File: src/sv/battery_runtime_estimator_unit_assert.svh
// Assertion macros for the battery runtime estimator.
`ifndef BATTERY_RUNTIME_ESTIMATOR_UNIT_ASSERT_SVH
`define BATTERY_RUNTIME_ESTIMATOR_UNIT_ASSERT_SVH
// Implication checked on every clock edge outside reset.
`define BRE_ASSERT_IMP(label, clk, rst_n, a, c) \
    label: assert property (@(posedge clk) disable iff (!rst_n) (a) |-> (c)) \
        else $error("assertion failed");
// Next-cycle implication checked outside reset.
`define BRE_ASSERT_NXT(label, clk, rst_n, a, c) \
    label: assert property (@(posedge clk) disable iff (!rst_n) (a) |=> (c)) \
        else $error("assertion failed");
`endif

File: src/sv/bre_pkg.sv
// Package with payload types and constants of the battery runtime estimator.
package bre_pkg;
    localparam int unsigned RING_DEPTH_DEF = 8;
    localparam logic [31:0] MAX_AGE_RESET = 32'd259200;
    localparam logic [6:0] PCT_FULL = 7'd100;
    localparam logic [6:0] PCT_NINETY = 7'd90;
    localparam logic [6:0] PCT_STEP = 7'd10;

    typedef struct packed {
        logic [6:0]  level_pct;
        logic        charging;
        logic        plugged;
        logic [31:0] now_seconds;
    } in_item_t;

    typedef struct packed {
        logic [31:0] estimate_seconds;
        logic        runtime_valid;
        logic [31:0] runtime_seconds;
        logic        persist_request;
    } out_item_t;

    typedef struct packed {
        logic        start;
        logic [31:0] dividend;
        logic [5:0]  divisor;
    } div_req_t;

    typedef struct packed {
        logic        done;
        logic [31:0] quotient;
    } div_rsp_t;
endpackage

File: src/sv/bre_divider.sv
// Bit-serial unsigned divider of a 32-bit value by a small divisor.
module bre_divider
(
    input  logic              clk,
    input  logic              rst_n,
    input  bre_pkg::div_req_t req,
    output bre_pkg::div_rsp_t rsp
);
    logic [31:0] quot_reg;
    logic [5:0]  rem_reg;
    logic [5:0]  dvs_reg;
    logic [5:0]  cnt_reg;
    logic        busy_reg;
    logic        done_reg;
    logic [6:0]  trial;

    assign trial = {rem_reg, quot_reg[31]};

    always_ff @(posedge clk or negedge rst_n)
    begin
        if (!rst_n)
        begin
            busy_reg <= 1'b0;
            done_reg <= 1'b0;
            cnt_reg  <= '0;
        end
        else
        begin
            done_reg <= 1'b0;
            if (req.start)
            begin
                busy_reg <= 1'b1;
                cnt_reg  <= '0;
            end
            else if (busy_reg)
            begin
                cnt_reg <= cnt_reg + 6'd1;
                if (cnt_reg == 6'd31)
                begin
                    busy_reg <= 1'b0;
                    done_reg <= 1'b1;
                end
            end
        end
    end

    always_ff @(posedge clk)
    begin
        if (req.start)
        begin
            quot_reg <= req.dividend;
            rem_reg  <= '0;
            dvs_reg  <= req.divisor;
        end
        else if (busy_reg)
        begin
            if (trial >= {1'b0, dvs_reg})
            begin
                rem_reg  <= 6'(trial - {1'b0, dvs_reg});
                quot_reg <= {quot_reg[30:0], 1'b1};
            end
            else
            begin
                rem_reg  <= trial[5:0];
                quot_reg <= {quot_reg[30:0], 1'b0};
            end
        end
    end

    assign rsp.done = done_reg;
    assign rsp.quotient = quot_reg;
endmodule

File: src/sv/battery_runtime_estimator_unit.sv
// Top level of the battery runtime estimator.
// Each status request is latched first and is applied to the scalar state and
// the ring memory in the next cycle. The median is then found by a rank search
// through the ring memory: each candidate entry is compared against every
// entry, and the search stops at the first candidate whose rank range covers
// the middle position, so between one and RING_DEPTH candidates are tried.
// The product of the median and RING_DEPTH is formed next, the bit-serial
// divider divides it (or its sum with the time since the last full charge),
// and a last step forms the estimate and loads the output register. The next
// request is taken only after the result is loaded, so the unit does not
// accept a new request while one is still in flight.
// A result waiting in the output register does not hold back the next
// request; only the final load of the following result waits until the
// register has been emptied. The ring is cleared by a pass over all entries
// after reset, during which no request is taken; configuration writes
// are taken at any time but are meant for periods with nothing in flight.
`include "battery_runtime_estimator_unit_assert.svh"
module battery_runtime_estimator_unit
#(
    parameter int unsigned RING_DEPTH = bre_pkg::RING_DEPTH_DEF
)
(
    input  logic                clk,
    input  logic                rst_n,
    input  logic                cfg_we,
    input  logic [31:0]         cfg_wdata,
    input  logic                in_valid,
    output logic                in_stall,
    input  bre_pkg::in_item_t   in_data,
    output logic                out_valid,
    input  logic                out_stall,
    output bre_pkg::out_item_t  out_data
);
    localparam int unsigned AW = (RING_DEPTH > 1) ? $clog2(RING_DEPTH) : 1;
    localparam logic [AW:0] DEPTH_C = (AW + 1)'(RING_DEPTH);
    localparam logic [AW:0] MID_C = (AW + 1)'(RING_DEPTH / 2);
    localparam logic [AW:0] ONE_C = (AW + 1)'(1);

    typedef enum logic [2:0]
    {
        ST_CLEAR, ST_IDLE, ST_OUTER, ST_INNER, ST_MUL, ST_DIV, ST_FIN
    } state_t;

    state_t        state_reg;
    logic [31:0]   ring_mem [RING_DEPTH];
    logic [31:0]   rd_data_reg;
    logic [AW-1:0] rd_addr;
    logic          wr_en;
    logic [AW-1:0] wr_addr;
    logic [31:0]   wr_data;

    logic [31:0]   max_age_reg;
    logic [AW-1:0] head_reg;
    logic [6:0]    last_pct_reg;
    logic          last_chg_reg;
    logic          last_plg_reg;
    logic [31:0]   last_time_reg;
    logic [31:0]   full_time_reg;
    logic          full_valid_reg;

    bre_pkg::in_item_t req_reg;
    logic          persist_reg;
    logic [AW:0]   i_reg;
    logic [AW:0]   j_reg;
    logic [31:0]   cand_reg;
    logic [AW:0]   less_reg;
    logic [AW:0]   leq_reg;
    logic [AW:0]   less_next;
    logic [AW:0]   leq_next;
    logic [31:0]   median_reg;
    logic [31:0]   prod_reg;
    logic [3:0]    rem_tenths_reg;
    bre_pkg::out_item_t out_reg;
    logic          out_valid_reg;
    logic          div_start_reg;
    bre_pkg::div_req_t div_req;
    bre_pkg::div_rsp_t div_rsp;

    // Update step: set when a request has been latched and not yet applied.
    logic pend_reg;
    // The first inner cycle carries the candidate read, not a comparison.
    logic cand_first_reg;

    // Decisions of the update step, taken from the latched request.
    logic [31:0] elapsed;
    logic        store;
    logic        full_set;
    logic        changed;
    logic [6:0]  new_pct;
    logic [3:0]  remaining;
    logic        blend;
    logic [31:0] since;

    assign elapsed = req_reg.now_seconds - last_time_reg;
    assign store = !req_reg.charging && !last_chg_reg && !req_reg.plugged
        && !last_plg_reg && (req_reg.level_pct != bre_pkg::PCT_NINETY)
        && (last_pct_reg >= bre_pkg::PCT_STEP)
        && (req_reg.level_pct == last_pct_reg - bre_pkg::PCT_STEP)
        && (elapsed < max_age_reg);
    assign full_set = last_plg_reg && (last_pct_reg == bre_pkg::PCT_FULL)
        && !last_chg_reg && !req_reg.plugged
        && (req_reg.level_pct == bre_pkg::PCT_FULL);
    assign changed = (req_reg.level_pct != last_pct_reg)
        || (req_reg.charging != last_chg_reg)
        || (req_reg.plugged != last_plg_reg);
    assign new_pct = changed ? req_reg.level_pct : last_pct_reg;
    // Percent is at most 127, so multiplying by 205/2048 gives the exact tenths.
    assign remaining = 4'((16'(new_pct) * 16'd205) >> 11);
    assign blend = full_valid_reg && (rem_tenths_reg <= 4'd9);
    assign since = req_reg.now_seconds - full_time_reg;

    // Rank counters including the entry being compared this cycle.
    assign less_next = (rd_data_reg < cand_reg) ? less_reg + ONE_C : less_reg;
    assign leq_next = (rd_data_reg <= cand_reg) ? leq_reg + ONE_C : leq_reg;

    logic [AW-1:0] head_inc;
    assign head_inc = (head_reg == AW'(RING_DEPTH - 1)) ? '0 : head_reg + AW'(1);

    // The memory is read at the rank search counters only.
    assign rd_addr = (state_reg == ST_OUTER) ? i_reg[AW-1:0] : j_reg[AW-1:0];

    always_comb
    begin
        wr_en   = 1'b0;
        wr_addr = head_inc;
        wr_data = elapsed;
        case (state_reg)
            ST_CLEAR:
            begin
                wr_en   = 1'b1;
                wr_addr = i_reg[AW-1:0];
                wr_data = '0;
            end
            ST_IDLE:
            begin
                wr_en = pend_reg && store;
            end
            default:
            begin
                wr_en = 1'b0;
            end
        endcase
    end

    always_ff @(posedge clk)
    begin
        if (wr_en)
        begin
            ring_mem[wr_addr] <= wr_data;
        end
        rd_data_reg <= ring_mem[rd_addr];
    end

    assign div_req.start = div_start_reg;
    assign div_req.dividend = blend ? prod_reg + since : prod_reg;
    assign div_req.divisor = blend ? 6'(RING_DEPTH + 10 - 32'(rem_tenths_reg))
                                   : 6'(RING_DEPTH);

    bre_divider u_div
    (
        .clk   (clk),
        .rst_n (rst_n),
        .req   (div_req),
        .rsp   (div_rsp)
    );

    always_ff @(posedge clk or negedge rst_n)
    begin
        if (!rst_n)
        begin
            state_reg      <= ST_CLEAR;
            max_age_reg    <= bre_pkg::MAX_AGE_RESET;
            head_reg       <= '0;
            last_pct_reg   <= '0;
            last_chg_reg   <= 1'b0;
            last_plg_reg   <= 1'b0;
            last_time_reg  <= '0;
            full_time_reg  <= '0;
            full_valid_reg <= 1'b0;
            out_valid_reg  <= 1'b0;
            div_start_reg  <= 1'b0;
            pend_reg       <= 1'b0;
            i_reg          <= '0;
            j_reg          <= '0;
            req_reg        <= '0;
            persist_reg    <= 1'b0;
            cand_reg       <= '0;
            less_reg       <= '0;
            leq_reg        <= '0;
            median_reg     <= '0;
            prod_reg       <= '0;
            rem_tenths_reg <= '0;
            out_reg        <= '0;
        end
        else
        begin
            div_start_reg <= (state_reg == ST_MUL);
            if (cfg_we)
            begin
                max_age_reg <= cfg_wdata;
            end
            if (out_valid_reg && !out_stall)
            begin
                out_valid_reg <= 1'b0;
            end
            case (state_reg)
                ST_CLEAR:
                begin
                    i_reg <= i_reg + ONE_C;
                    if (i_reg == DEPTH_C - ONE_C)
                    begin
                        state_reg <= ST_IDLE;
                    end
                end
                ST_IDLE:
                begin
                    if (pend_reg)
                    begin
                        // Apply the state update; the ring write happens here too.
                        pend_reg <= 1'b0;
                        if (store)
                        begin
                            head_reg <= head_inc;
                        end
                        if (full_set)
                        begin
                            full_time_reg  <= req_reg.now_seconds;
                            full_valid_reg <= 1'b1;
                        end
                        else if (req_reg.plugged)
                        begin
                            full_valid_reg <= 1'b0;
                        end
                        if (changed)
                        begin
                            last_pct_reg  <= req_reg.level_pct;
                            last_chg_reg  <= req_reg.charging;
                            last_plg_reg  <= req_reg.plugged;
                            last_time_reg <= req_reg.now_seconds;
                        end
                        rem_tenths_reg <= remaining;
                        persist_reg <= store || full_set || req_reg.plugged || changed;
                        i_reg <= '0;
                        state_reg <= ST_OUTER;
                    end
                    else if (in_valid && !in_stall)
                    begin
                        req_reg  <= in_data;
                        pend_reg <= 1'b1;
                    end
                end
                ST_OUTER:
                begin
                    // Read of entry i issued this cycle; it is the candidate.
                    j_reg    <= '0;
                    less_reg <= '0;
                    leq_reg  <= '0;
                    state_reg <= ST_INNER;
                end
                ST_INNER:
                begin
                    // Cycle with j == 0 latches the candidate and reads entry 0.
                    if (j_reg == '0 && cand_first_reg)
                    begin
                        cand_reg <= rd_data_reg;
                    end
                    else
                    begin
                        less_reg <= less_next;
                        leq_reg  <= leq_next;
                    end
                    if (j_reg == DEPTH_C)
                    begin
                        // Candidate is the median when its rank range spans MID.
                        if (less_next <= MID_C && leq_next > MID_C)
                        begin
                            median_reg <= cand_reg;
                            state_reg  <= ST_MUL;
                        end
                        else
                        begin
                            i_reg     <= i_reg + ONE_C;
                            state_reg <= ST_OUTER;
                        end
                    end
                    else
                    begin
                        j_reg <= j_reg + ONE_C;
                    end
                end
                ST_MUL:
                begin
                    prod_reg  <= median_reg * 32'(RING_DEPTH);
                    state_reg <= ST_DIV;
                end
                ST_DIV:
                begin
                    if (div_rsp.done)
                    begin
                        state_reg <= ST_FIN;
                    end
                end
                ST_FIN:
                begin
                    // The quotient and the operands hold, so the load can wait.
                    if (!out_valid_reg)
                    begin
                        out_reg.estimate_seconds <=
                            32'(div_rsp.quotient * 32'(rem_tenths_reg));
                        out_reg.runtime_valid    <= full_valid_reg;
                        out_reg.runtime_seconds  <= full_valid_reg ? since : '0;
                        out_reg.persist_request  <= persist_reg;
                        out_valid_reg <= 1'b1;
                        state_reg     <= ST_IDLE;
                    end
                end
                default:
                begin
                    state_reg <= ST_IDLE;
                end
            endcase
        end
    end

    always_ff @(posedge clk or negedge rst_n)
    begin
        if (!rst_n)
        begin
            cand_first_reg <= 1'b0;
        end
        else
        begin
            cand_first_reg <= (state_reg == ST_OUTER);
        end
    end

    assign in_stall  = (state_reg != ST_IDLE) || pend_reg;
    assign out_valid = out_valid_reg;
    assign out_data  = out_reg;

    `BRE_ASSERT_NXT(a_out_hold, clk, rst_n, out_valid && out_stall, out_valid && $stable(out_data))
    `BRE_ASSERT_IMP(a_runtime_zero, clk, rst_n, out_valid && !out_data.runtime_valid,
        out_data.runtime_seconds == '0)
    `BRE_ASSERT_NXT(a_accept_pends, clk, rst_n, in_valid && !in_stall, pend_reg)
endmodule
File: config.mk
export PLATFORM = sky130hd
export DESIGN_NAME = battery_runtime_estimator_unit
export DESIGN_NICKNAME = d
export VERILOG_FILES = /design/src/sv/bre_pkg.sv /design/src/sv/bre_divider.sv /design/src/sv/battery_runtime_estimator_unit.sv
export VERILOG_INCLUDE_DIRS = /design/src /design/src/sv
export SDC_FILE = /design/constraint.sdc
export NUM_CORES = 1
export LEC_CHECK = 0
export BUFFER_PORTS_ARGS = -buffer_cell sky130_fd_sc_hd__buf_2
export CAP_MARGIN = 20
export CORE_ASPECT_RATIO = 1.5
export CORE_MARGIN = 2
export CORE_UTILIZATION = 27
export DETAILED_ROUTE_END_ITERATION = 12
export HOLD_SLACK_MARGIN = 0.1
export PLACE_DENSITY = 0.47
export SLEW_MARGIN = 10
export SYNTH_ARGS = -nofsm -noshare
export SYNTH_HDL_FRONTEND = slang
export SYNTH_SLANG_ARGS = --single-unit
export TNS_END_PERCENT = 20
File: constraint.sdc
create_clock -name clk -period 7.2 [get_ports clk]
set_input_delay 0.36 -clock clk [delete_from_list [all_inputs] [get_ports clk]]
set_output_delay 0.36 -clock clk [all_outputs]
set_load 0.05 [all_outputs]
# Word-level counts from Yosys, hierarchy flattened
# Memory sizes are Yosys's and may differ from the RTL's. A register that Yosys moved wholly into a read port is not among the register bits.
# Cells that the tools add are included.
[totals]
regBits = 386
ramBits = 256
inputBits = 78
out_inout_bits = 68
word_cells = 183
n_memories = 1
[classes]
addsub = 12
mul = 2
magnitude_cmp = 8
eq_ne = 26
mux = 48
n_bitwise = 2
n_reduce_logical = 48
[mem_list]
columns = ["memory", "words", "width", "read_ports", "rd_ports_with_merged_regs", "write_ports", "line", "rtl"]
rows = [
  ["ring_mem", 8, 32, 1, 1, 1, "battery_runtime_estimator_unit.sv:45", "logic [31:0] ring_mem [RING_DEPTH];"],
]
[op_table]
columns = ["operator", "n"]
rows = [
  ["$mux W32", 5],
  ["$lt A32 B32 Y1", 2],
  ["$sub A32 B32 Y32", 2],
  ["$add A32 B32 Y32", 1],
  ["$le A32 B32 Y1", 1],
  ["$mul A32 B4 Y32", 1],
  ["$mux W4", 8],
  ["$mux W3", 9],
  ["$pmux W4 S2", 3],
  ["$pmux W3 S7", 1],
  ["$mux W6", 3],
  ["$reduce_and A3 Y1", 6],
  ["$logic_and A1 B1 Y1", 17],
  ["$add A4 B1 Y4 const B", 4],
  ["$mux W1", 16],
  ["$mul A7 B8 Y15 const B", 1],
  ["$eq A7 B7 Y1 const B", 2],
  ["$ne A2 B2 Y1 const B", 7],
  ["$eq A3 B3 Y1 const B", 4],
  ["$pmux W4 S3", 1],
  ["$reduce_and A2 Y1", 5],
  ["$eq A7 B7 Y1", 1],
  ["$ge A7 B4 Y1 const B", 1],
  ["$ge A7 B6 Y1", 1],
  ["other kinds (29)", 44],
]

# Longest topological paths before layout
# Gate-level depths: netlist of run 1.
[depth]
ltp_word = 12
depth_mapped = 24
depth_no_buf = 24

# Cells and area by module
# From an unflattened synthesis of run 1, not the netlist that was laid out.
[hier_totals]
cells_unflattened = 3280
area_unflattened_um2 = 37409.6
[by_module_without_submodules]
columns = ["module", "n_inst", "cells_each", "area_each_um2", "seq_area_each_um2"]
rows = [
  ["battery_runtime_estimator_unit", 1, 3100, 34946.0, 16696.0],
  ["bre_divider", 1, 180, 2463.6, 1461.4],
]

# Worst setup path after synthesis of run 1
# OpenSTA, ideal clock, no wires.
[synth_timing]
path_type = "flip-flop to flip-flop"
from = "register req_reg[0] (netlist name)"
to = "memory ring_mem[4][0], enable pin"
setup_ps = 461
arrival_time_ps = 6510
required_ps = 6739
setup_slack_ps = 229
path_stages_with_launch = 25
path_buffers = 0
synth_period_minus_slack_ps = 6971
path_cell_list = "dfrtp_1 > inv_1 > ha_1 > inv_1 > fa_1 > a21o_1 > a21oi_1 > o21ai_0 > nand3b_1 > a21oi_1 > o41ai_1 > o21bai_1 > a21oi_1 > xnor2_1 > ha_1 > a21o_1 > a21o_1 > a21oi_1 > nor2b_1 > o21ai_0 > a21oi_1 > nor4_1 > o311ai_1 > o2bb2a_1 > nor3_1"
[synth_via]
elab_chain_cells = 7
[synth_lines]
columns = ["element", "line", "rtl"]
rows = [
  ["from (decl)", "battery_runtime_estimator_unit.sv:61", "bre_pkg::in_item_t req_reg;"],
  ["from (signal assigned)", "battery_runtime_estimator_unit.sv:248", "req_reg <= in_data;"],
  ["$sub A32 B32 Y32", "battery_runtime_estimator_unit.sv:94", "assign elapsed = req_reg.now_seconds - last_time_reg;"],
  ["$lt A32 B32 Y1", "battery_runtime_estimator_unit.sv:99", "&& (elapsed < max_age_reg);"],
  ["$logic_and A1 B1 Y1", "battery_runtime_estimator_unit.sv:99", ""],
  ["$logic_and A1 B1 Y1", "battery_runtime_estimator_unit.sv:136", "wr_en = pend_reg && store;"],
  ["$pmux W1 S2", "battery_runtime_estimator_unit.sv:127", "case (state_reg)"],
  ["$mux W1", "battery_runtime_estimator_unit.sv:147", "if (wr_en)"],
  ["$mux W1 (implied by the code)", "battery_runtime_estimator_unit.sv:149", "ring_mem[wr_addr] <= wr_data;"],
  ["to (decl)", "battery_runtime_estimator_unit.sv:45", ""],
]
# Every way passes these cells.

# Worst setup path in the final report of run 1
[layout_timing]
from = "register req_reg[0] (netlist name)"
to = "memory ring_mem[4][8], enable pin"
# Same word-level chain as after synthesis.

==> run summary, run 1 <==
The flow ran to the end, and the final reports show no timing, DRC or antenna violations. The width of the chip is 305 um, and the maximum clock skew at final layout is 0.0241 ns. Setup violations remaining at the end of the flow were counted as 0.

Relative to the synthesized area, the layout overhead comes to 17.3%. For this design, the sink count on the clock tree is 673. Combinational logic burns 1.8% of the power.

For the number of remaining DRC errors, the log shows 0. The first global-routing pass estimated 152000 um of wire. TritonCTS built the clock tree. For this block, the initial DRC count from the detailed router was 1341.

The instance area at placement came out at 0.0396 mm2. The top cell type by total area after synthesis is edfxtp_1. In this run the standard cell core region covers 0.135 mm2. At the pin with the least slew margin, the transition time is 1.13 ns.

In this run the worst hold path is classified as primary input to asynchronous set/reset pin. Hold timing on the final database bottoms out at a slack of 0.245 ns. The register with the most flip-flops in the layout has 256 of them.

The finished layout holds 5225 standard cells, fillers aside. The floorplan step defined a die boundary enclosing 0.139 mm2. The power density over cell area came out at 188 mW/mm2. Pin placement for this block handled 146 I/O pins. The remaining antenna violation count is 0.

The weighted congestion at the end of routability-driven global placement is 0.806. The worst-case IR drop observed on VDD is 174 uV. For the worst setup path, the data arrival time is 6.76 ns. The tools report the quantity of hold-fixing buffers added after cts as 75. The H-tree generated during clock tree synthesis spans 3 levels.

The number of global-route vias before repair is 25.0k. The clock passes through at most 3 buffers. After routing the design area is 0.0429 mm2. The total of flip-flops plus latches after synthesis was 673. Summed over all nets, the switching power comes to 1.70 mW. The critical path's slowest cell is nor4_1. The worst register-to-register path has a setup slack of 0.77 ns. After detailed routing, the total wire length is 99800 um.

Aggregate global routing overflow: 0. The run gives 6.38 mW as the cell internal power dissipation. In the synthesized netlist, the cells that appear most often are dfrtp_1, nand2_1, edfxtp_1.

The number of cells after detailed placement is 5012. The tools report the clock root buffer as clkbuf_16. The initial utilization of the core area, before any placement, comes to 27.2%.

Most common cell in the netlist: dfrtp_1. Buffers placed on the I/O ports in this run total 145. Across the run, the number of max-cap violations was 0. For the number of rows created at floorplan, the log shows 165.

For this run, the post-layout net count is 3799. Setup repair after global routing left no endpoint under its margin. Counting flops with a built-in enable in the synthesized netlist gives 293. The critical-path maximum fanout was 32. Of the cells placed in the final design, the portion with a size suffix greater than 1 is 17.1%. The post-synthesis net count was 3573. Net switching is 21.0% of the power.

The post-cts resize count was 0; the number of iterations in the first detailed-routing pass was 5. The dominant synthesized flop cell was dfrtp_1. The worst register-to-register path has a depth of 25.

The largest incremental delay on the critical path works out to 0.59 ns. The post-CTS setup buffer count came out at 0. The logs give 0.0171 mm2 for the area occupied by multi-input gates and 0 ns for the total negative setup slack.

The worst register-to-register path begins at req_reg[0]. Across every metal layer, demand over resource in global routing totals 14.3%. The post-synthesis cell type count is 92. In this run the worst setup path begins at req_reg[0]. The initial antenna violation count was 6. For the HPWL after detailed placement, the log shows 74200 um. Cells fill 31.9% of the core in the end. During synthesis, Yosys emitted a total of 0 warnings.

Mean post-synth cell area: 11.5 um2. The worst setup path is captured at a flop. Summing all flip-flop and latch instances after layout gives 0.0181 mm2.

The floorplan step set the die height to 455 um. The clock transition time at the flip-flop clock pins of the worst setup and hold paths came out at 0.06 ns. The run gives 3187 as the synthesized instance count. The final number of hold-violating endpoints was 0. Clock tree synthesis inserted a total of 76 buffers. The proportion of netlist area held by the largest area contributor is 24.0%. In this run the worst setup path terminates at ring_mem[4][8].

The worst-skew pair later-pin latency was 0.65 ns; the final critical path time including I/O delays and setup was 6.43 ns. The total of fill cells in the finished design is 13.7k, and the required time reported for the critical path endpoint is 7.53 ns. The terminus of the critical flop-to-flop path is ring_mem[4][8].

Fraction of power consumed by sequential logic: 49.6%. The run gives 0.0366 mm2 as the post-synthesis instance area. The upper clock frequency limit was 155 MHz. The share of the clock period used by the worst path was 89.4%; the sequential cell area fraction in the yosys report was 49.5%. For this design the static power due to leakage is 18.2 nW. The worst setup path is of the flop to flop kind.

The number of pins with negative max-slew slack in the final report is 0. In this design, the critical path's most frequently occurring cell is a21oi_1. Using the TritonRoute via totals, the vias-per-cell ratio works out to 4.67.

The element type at the critical path start is a flop. The maximum number of pins on one net before global-route repair came out at 155. For this block, the via count after detailed routing is 24.4k. Counting flops with an async set or reset pin after synthesis yields a share of 50.8%. For the remaining max-slew budget at the tightest pin, the log shows 24.3%. The share of total power in the clock network came out at 48.6%. In the post-synthesis netlist, the biggest area contributors are edfxtp_1, dfrtp_1, ha_1, mux2_2, mux4_2. Dividing the detail-routed wire length by the instance count gives 19.1 um.
==> per-stage QoR <==
step / power, mW / worst slack (ns)
after CTS: 8.21 / 0.720
after global placement: 4.20 / 0.785
after floorplan: 4.11 / 0.229
after global routing: 8.36 / 0.206
after detailed placement: 4.20 / 0.749
final: 8.08 / 0.766
==> worst max-delay path: cells and delay by family, from the launching register on <==
kind | cells | cell delay, ns
compound gates | 14 | 3.25
simple gates | 4 | 1.13
fa+ha+maj | 3 | 0.76
buf+inv | 3 | 0.43
flops | 1 | 0.40
xor+xnor | 1 | 0.11
==> cell type report <==
class	instances	area share, %
clock inverters	27	0.697
multi-input cells	2134	39.9
repair buffers	269	4.60
inverters	259	2.27
diodes	1	0.00583
clock buffers	109	5.16
flip-flops and latches	673	42.2
well taps	1753	5.11
==> placed cells by master (no fill, tap or decap), types with 17 or more instances in the layout <==
master	n
nor2_1	139
xnor2_1	83
xor2_1	51
a22o_1	32
a21o_1	89
buf_4	40
or3_1	17
fa_1	69
o21ai_0	210
nor3_1	22
nand3_1	39
clkbuf_1	17
nor2b_1	19
a21oi_1	165
nand4_1	26
mux2_2	156
inv_1	257
edfxtp_1	293
nand2b_1	19
o21bai_1	19
dfrtp_1	333
buf_2	144
mux4_2	64
a31oi_1	28
ha_1	239
nand2_1	328
o21a_1	20
clkbuf_16	79
and2_1	75
dlygate4sd3_1	75
dfxtp_1	38
==> kinds of logic after synthesis <==
family / synth area share, %
simple gates: 9.74
mux: 9.75
buf+inv: 4.00
fa+ha+maj: 11.9
xor+xnor: 3.21
flops: 49.5
compound gates: 11.8
==> power groups by stage <==
stage / registers (mW) / clock network (mW) / logic (mW)
after floorplan: 4.08 / 0 / 0.0355
after global placement: 4.08 / 0 / 0.122
after detailed placement: 4.08 / 0 / 0.122
after CTS: 4.00 / 4.05 / 0.154
after global routing: 4.00 / 4.19 / 0.170
final: 4.00 / 3.93 / 0.148
==> worst min-delay path by stage <==
stage | from | end | slack, ns | cells after the start
after floorplan | rst_n | cand_first_reg | 0.06 | 0
after global placement | rst_n | out_data[27] | 0.33 | 1
after detailed placement | rst_n | out_data[33] | 0.32 | 1
after CTS | rst_n | median_reg[22] | 0.23 | 2
after global routing | rst_n | out_data[18] | 0.27 | 2
final | rst_n | out_data[18] | 0.25 | 2
==> layer usage <==
layer | up-vias | wire length (um) | global-route usage [%]
met5 | - | 13 | 0
li1 | 11800 | - | -
met1 | 12000 | 40700 | 16.8
met4 | 2 | 3490 | 5.53
met3 | 141 | 3710 | 2.02
met2 | 389 | 51900 | 26.4
No activity file was read; power rests on OpenSTA's default activity.
==> inputs of run 2 (changes only) <==
--- a/config.mk
+++ b/config.mk
@@ -14,7 +14,7 @@
 export DETAILED_ROUTE_END_ITERATION = 12
 export HOLD_SLACK_MARGIN = 0.1
 export PLACE_DENSITY = 0.47
-export SLEW_MARGIN = 10
+export SLEW_MARGIN = 20
 export SYNTH_ARGS = -nofsm -noshare
 export SYNTH_HDL_FRONTEND = slang
 export SYNTH_SLANG_ARGS = --single-unit
==> constraint.sdc (replaced) <==
create_clock -name clk -period 5.89 [get_ports clk]
set_input_delay 0.2945 -clock clk [delete_from_list [all_inputs] [get_ports clk]]
set_output_delay 0.2945 -clock clk [all_outputs]
set_load 0.05 [all_outputs]
==> run summary, run 2 (synthesis gave the netlist of run 1 again) <==
Measured against its own limit, the worst slew margin works out to 23.6%. The floorplan die height is 455 um, and the total die area is 0.139 mm2. The fraction of final layout cells sized beyond drive strength 1 was 18.6%; the overall fraction of global-route tracks in use was 15.1%. The detailed router put a total of 43300 um of wire on met1. The arrival time at the worst endpoint came out at 5.90 ns. The number of CTS-inserted buffers was 72. Weighted congestion at the end of routability-driven global placement: 0.832. The maximum number of pins on one net before global-route repair was 129; the width of the chip was 305 um. The flow ran to the end, and the final reports show no timing, DRC or antenna violations.

The worst path meets setup with 0.359 ns of slack. The first global-routing pass estimated 159000 um of wire. For the worst setup path, the data required time is 6.26 ns. After routing the design area is 0.0434 mm2. Final-report setup violation count: 0. Path type of the worst min-delay path: primary input to asynchronous set/reset pin.

The analysis attributes to cell leakage a power of 18.4 nW. Measured on the finished design, the core utilization comes to 32.2%. The number of I/O pins is 146, and the detailed router's first-iteration violation count is 1264. The number of flip-flops in the largest register works out to 256. The count of cells in the finished layout, fillers not included, comes to 5269. The tool flagged a number of max-cap violations equal to 0. Fill cells in the final layout number 13.7k.

For the clock sink count, the log shows 673. Clock tree synthesis selected as its root buffer the cell clkbuf_16. The slew at the pin closest to its max-slew limit was 1.11 ns; the initial antenna violation count was 2. In this run the top signal layer used is met4. In this run the worst setup path begins at req_reg[0]. In this run the remaining antenna-violating nets after routing total 0. At the end of the flow, the number of nets in the layout was 3842.

Number of global-route vias before repair: 25.1k. The area added between synthesis and finish works out to 18.6%. The upper clock frequency limit is 181 MHz.

The element type at the critical path start was a flop. Timing analysis after detailed placement gives a worst setup slack of -0.0717 ns. The tools report the maximum clock skew at final layout as 0.0199 ns. For the number of pins with negative max-slew slack in the final report, the log shows 0. The run gives 165 as the number of rows created at floorplan. Instance area at placement: 0.0401 mm2. The area of the placeable core was 0.135 mm2. The library cell appearing most often on the critical path was buf_4. The final number of hold-violating endpoints came out at 0.

Leaving out fill and tap cells, the most frequent cell in the layout is dfrtp_1. In this run the power density over the cells is 226 mW/mm2. In this run, placement finished with an instance count of 5057. TritonCTS built the clock tree. The startpoint of the lowest-slack register-to-register path was req_reg[0]. Along the worst path, the maximum fanout reaches 16. HPWL after detailed placement: 79400 um.

The detailed-route wire length per cell is 19.9 um, and the clock transition time at the flip-flop clock pins of the worst setup and hold paths is 0.06 ns. The largest individual stage delay along the critical path comes from the cell dfrtp_1. Summed over all layers, the global routing overflow is 0. No sink is reached through more buffers than the 3 on the longest clock path.

The worst setup path is captured at a flop. The setup path with the least slack is of type flop to flop. The total detailed-routing wirelength came out at 105000 um. For the worst-skew pair, the clock arrives at the later sink with an insertion delay of 0.67 ns.

In the routed design, unresolved DRC markers number 0. VDD sags by at most 187 uV. The port buffer count works out to 145. Leaving out fill and tap cells, the most frequent cells in the layout are dfrtp_1, nand2_1, edfxtp_1. Once the floorplan was initialized, standard cells occupied 27.2% of the core. In the finished design, the share of the clock period the worst path needs comes to 93.9%. The logs give 0.0181 mm2 for the sequential cell area in the final layout and 55300 um for the length of routed met2 wiring. The smallest clock period supported by the final layout is computed as 5.53 ns. In the routed layout, each cell is associated on average with a via count of 4.65. For the maximum level of the CTS H-tree, the log shows 3.

On the worst path, the slowest cell contributes a delay of 0.38 ns. The tools report the routed via count as 24.5k. The multi-input combinational cells in the finished layout cover a total of 0.0172 mm2. The tools report the detailed-routed wire length on met3 as 2780 um. Before antenna repair, the detailed router went through 5 iterations.
==> run 2: cell count changes in the layout (fill, tap and decap cells not counted), moves of 3 or more <==
cell	delta
a21oi_1	-4
clkinv_2	+4
a21oi_2	+3
buf_12	+10
clkbuf_8	-7
clkinvlp_4	+4
clkbuf_1	-6
clkbuf_16	-4
buf_4	+37
==> run 2: path summary, 6_finish.rpt <==
check | endpoint | slack, ns | cells after the start
min | out_data[33] | 0.22 | 2
min in group clk | max_age_reg[21] | 0.23 | 4
max in group asynchronous | max_age_reg[8] | 4.22 | 3
min reg2reg | out_data[1] | 0.47 | 2
max | ring_mem[6][26] | 0.36 | 26
max reg2reg | ring_mem[6][26] | 0.36 | 26
==> run 2: per-stage QoR <==
| step | power (mW) | hold WS, ns | setup TNS [ns] |
|---|---|---|---|
| after floorplan | 5.03 | -0.00109 | -25.87 |
| after global placement | 5.14 | 0.393 | -0.371 |
| after detailed placement | 5.14 | 0.397 | -6.85 |
| after CTS | 9.99 | 0.173 | 0 |
| after global routing | 10.2 | 0.259 | -0.254 |
| final | 9.81 | 0.222 | 0 |
==> run 2: final cells by class <==
type                    count  area share [%]
diodes                      1         0.00577
clock buffers              90            4.52
clock inverters            43            1.08
inverters                 259            2.24
multi-input cells        2134            39.7
flip-flops and latches    673            41.8
well taps                1753            5.05
repair buffers            316            5.65
==> run 2: timing repair <==
action	CTS	global route
pin swaps	0	4
endpoints found under the hold margin	162	0
setup buffers	0	2
gates cloned	0	1
endpoints found under the setup margin	195	257
hold buffers	75	0
gates resized for setup	1	15
==> run 2: report_power, final <==
| group | total [mW] | switching, mW | internal [mW] |
|---|---|---|---|
| logic | 0.186 | 0.112 | 0.0737 |
| clock network | 4.73 | 2.03 | 2.70 |
| registers | 4.89 | 0.00468 | 4.89 |
==> run 2: critical path, delay by kind of cell (launching register included) <==
kind            cells  cell delay (ns)
mux                 1             0.25
buf+inv             6             0.85
fa+ha+maj           3             0.71
flops               1             0.38
compound gates      9             1.90
simple gates        7             1.11
==> run 2: per-layer routing <==
metal	up-vias	global-route usage, %
met5	-	0
met4	0	6.07
met3	149	1.65
met2	385	28.1
met1	12100	17.6
li1	11900	-
==> inputs of run 3 (changes only) <==
--- a/config.mk
+++ b/config.mk
@@ -10,10 +10,10 @@
 export CAP_MARGIN = 20
 export CORE_ASPECT_RATIO = 1.5
 export CORE_MARGIN = 2
-export CORE_UTILIZATION = 27
+export CORE_UTILIZATION = 39
 export DETAILED_ROUTE_END_ITERATION = 12
 export HOLD_SLACK_MARGIN = 0.1
-export PLACE_DENSITY = 0.47
+export PLACE_DENSITY = 0.61
 export SLEW_MARGIN = 20
 export SYNTH_ARGS = -nofsm -noshare
 export SYNTH_HDL_FRONTEND = slang
==> run summary, run 3 (synthesis gave the netlist of run 1 again) <==
Filler-free cell count of the finished design: 4776. In this run, the combinational gates consume 1.9% of the power. The smallest clock period supported by the final layout is computed as 5.53 ns. Cell internal power was estimated by the tool at 7.55 mW. Net switching is 21.8% of the power. The clock passes through at most 3 buffers. The number of global-route vias before repair was 25.2k; the number of rows created at floorplan was 137. Data arrives at the worst endpoint at 5.88 ns. The startpoint identified for the worst register-to-register timing path is req_reg[0]. The tools report the element type at the critical path end as a flop. The worst pin sits at a relative slew slack of 29.3%.

For this run, the slowest stage of the critical path takes 0.38 ns. The floorplan step defined a core boundary enclosing 0.0929 mm2. TritonCTS built the clock tree.

For this design, the slowest cell found on the critical path is fa_1. Final number of hold-violating endpoints: 0. The tools report the share of the core filled with cells as 46.1%.

For the net switching power, the log shows 2.10 mW. At the later pin of the worst-skew pair, clock insertion delay measures 0.65 ns. The count of buffers added on input and output ports is 145.

Summing over every cut layer, the via total after detailed routing is 24.8k. Share of the clock period used by the worst path: 93.9%. Total negative setup slack: 0 ns. The run gives 0.0963 mm2 as the total die area.

The path type of the worst min-delay path is primary input to asynchronous set/reset pin. The area added between synthesis and finish was 17.0%; the critical-path maximum fanout was 11. For the initial cell density of the core, the log shows 39.4%. For flop-to-flop paths, the worst setup slack is 0.36 ns. The register with the most flip-flops in the layout has 256 of them. In the final routed layout, each cell accounts on average for 19.5 um.

Setup violations remaining at the end of the flow were counted as 0. The startpoint of the most critical setup path was req_reg[0]. The first detailed-routing pass ran for 5 iterations. The aggregate global routing overflow was 0; the fraction of final layout cells sized beyond drive strength 1 was 18.9%. The share of total power in the clock network was 47.5%.

The width of the chip was 254 um. IR analysis of the VDD net gives a maximum drop of 229 uV. Clock tree synthesis found a total of 673 sinks. Across the routed clock network, the largest skew measured is 0.0177 ns. The clock tree synthesis step divided the H-tree into 3 levels. The congestion estimate from routability-driven global placement came to 0.891. In this run the power density over the cells is 226 mW/mm2. The worst setup path is launched from a flop. In this design, the critical path's most frequently occurring cell is a21oi_1. The detailed router's first-iteration violation count was 1340. The library cell used most frequently in the layout, excluding fill and tap cells, is dfrtp_1. The tools report the initial antenna violation count as 0. The flow ran to the end, and the final reports show no timing, DRC or antenna violations. The logs give 181 MHz for the upper clock frequency limit and 0 for the number of remaining DRC errors.

Max-cap violations in this run came to 0. The cell depth of the worst flop-to-flop path is 30. The tools report the terminus of the critical flop-to-flop path as ring_mem[1][11]. Clock tree synthesis selected as its root buffer the cell clkbuf_16. The logs give 4555 for the number of cells after detailed placement and 145000 um for the first-pass GRT wire length. The number of pins with negative max-slew slack in the final report is 0, and the number of nets in the layout is 3856.

The remaining antenna violation count is 0. At the worst endpoint, the required time is 6.24 ns. In this run, CTS created clock tree buffers numbering 70. In the layout the commonest cells are dfrtp_1, nand2_1, edfxtp_1. Measured along the y axis, the die boundary spans 379 um.

After detailed routing, the number of vias per cell comes to 5.20. The repair_antennas step left the layout with diodes totalling 0. During I/O placement, the number of pins put on the boundary was 146. The tools report the total detailed-routing wirelength as 93300 um.

Setup repair after global routing left no endpoint under its margin. In this run the static leakage power is 18.4 nW. The overall fraction of global-route tracks in use was 19.6%.

The slew at the pin closest to its max-slew limit is 1.06 ns, and the clock transition time at the flip-flop clock pins of the worst setup and hold paths is 0.06 ns. The critical path ends at ring_mem[1][11]. The fraction of power consumed by sequential logic was 50.7%; the HPWL after detailed placement was 69100 um. The critical path is of the flop to flop type.

Entering global routing, the biggest net connects 146 pins.
==> run 3: worst min path at each step <==
stage,cells past startpoint,slack (ns),start,endpoint
3_3_place_gp,1,0.33,rst_n,out_data[33]
4_1_cts,4,0.20,cfg_we,max_age_reg[15]
3_5_place_dp,1,0.33,rst_n,out_data[33]
5_1_grt,4,0.28,cfg_we,max_age_reg[16]
6_report,2,0.21,rst_n,out_data[28]
2_1_floorplan,0,-0.001,rst_n,cand_first_reg
==> run 3: area by class of cell <==
cell class	instances	area, um2
Tap cell	1251	1570
Sequential cell	673	18100
Timing Repair Buffer	329	2500
Multi-Input combinational cell	2137	17300
Clock inverter	46	522
Inverter	259	972
Fill cell	8606	50100
Clock buffer	81	1870
==> run 3: what timing repair did <==
action                                  in CTS  in global routing
gates resized for setup                      5                 13
setup buffers                                8                  8
endpoints found under the setup margin     160                258
hold endpoints to repair                   156                  0
hold buffers                                75                  0
pin swaps                                    6                  2
gates cloned                                 3                  0
==> run 3: critical path: cells and delay by family (launching register included) <==
family / cells / cell delay, ns
adders and majority gates: 3 / 0.73
AOI/OAI and AO/OA: 14 / 2.18
buffers and inverters: 8 / 1.15
DFF: 1 / 0.37
and+or+nand+nor: 4 / 0.66
xor gates and xnor gates: 1 / 0.11
==> run 3: per-layer routing <==
metal | GRT usage, % | share of wire (%) | up-vias
met5 | 0 | 0 | -
met4 | 7.76 | 3.7 | 0
met3 | 2.32 | 3.2 | 168
met2 | 36.2 | 53 | 455
met1 | 23.0 | 40 | 12200
li1 | - | - | 11900
==> run 3: metrics by stage <==
| stage | total power [mW] | hold slack (ns) | instance area (um2) | setup WS [ns] |
|---|---|---|---|---|
| finish | 9.65 | 0.212 | 42800 | 0.361 |
| global route | 9.95 | 0.285 | 42800 | 0.0230 |
| CTS | 9.77 | 0.200 | 42600 | -0.0383 |
| detailed placement | 5.13 | 0.330 | 39400 | -0.386 |
| global placement | 5.13 | 0.329 | 39400 | -0.250 |
| floorplan | 5.03 | -0.00109 | 36600 | -0.175 |
==> run 3: power by group through the flow <==
stage | logic, mW | registers (mW) | clock network (mW)
after detailed placement | 0.145 | 4.98 | 0
after CTS | 0.185 | 4.89 | 4.70
after global routing | 0.206 | 4.89 | 4.86
after floorplan | 0.0434 | 4.98 | 0
final | 0.181 | 4.89 | 4.58
after global placement | 0.145 | 4.98 | 0
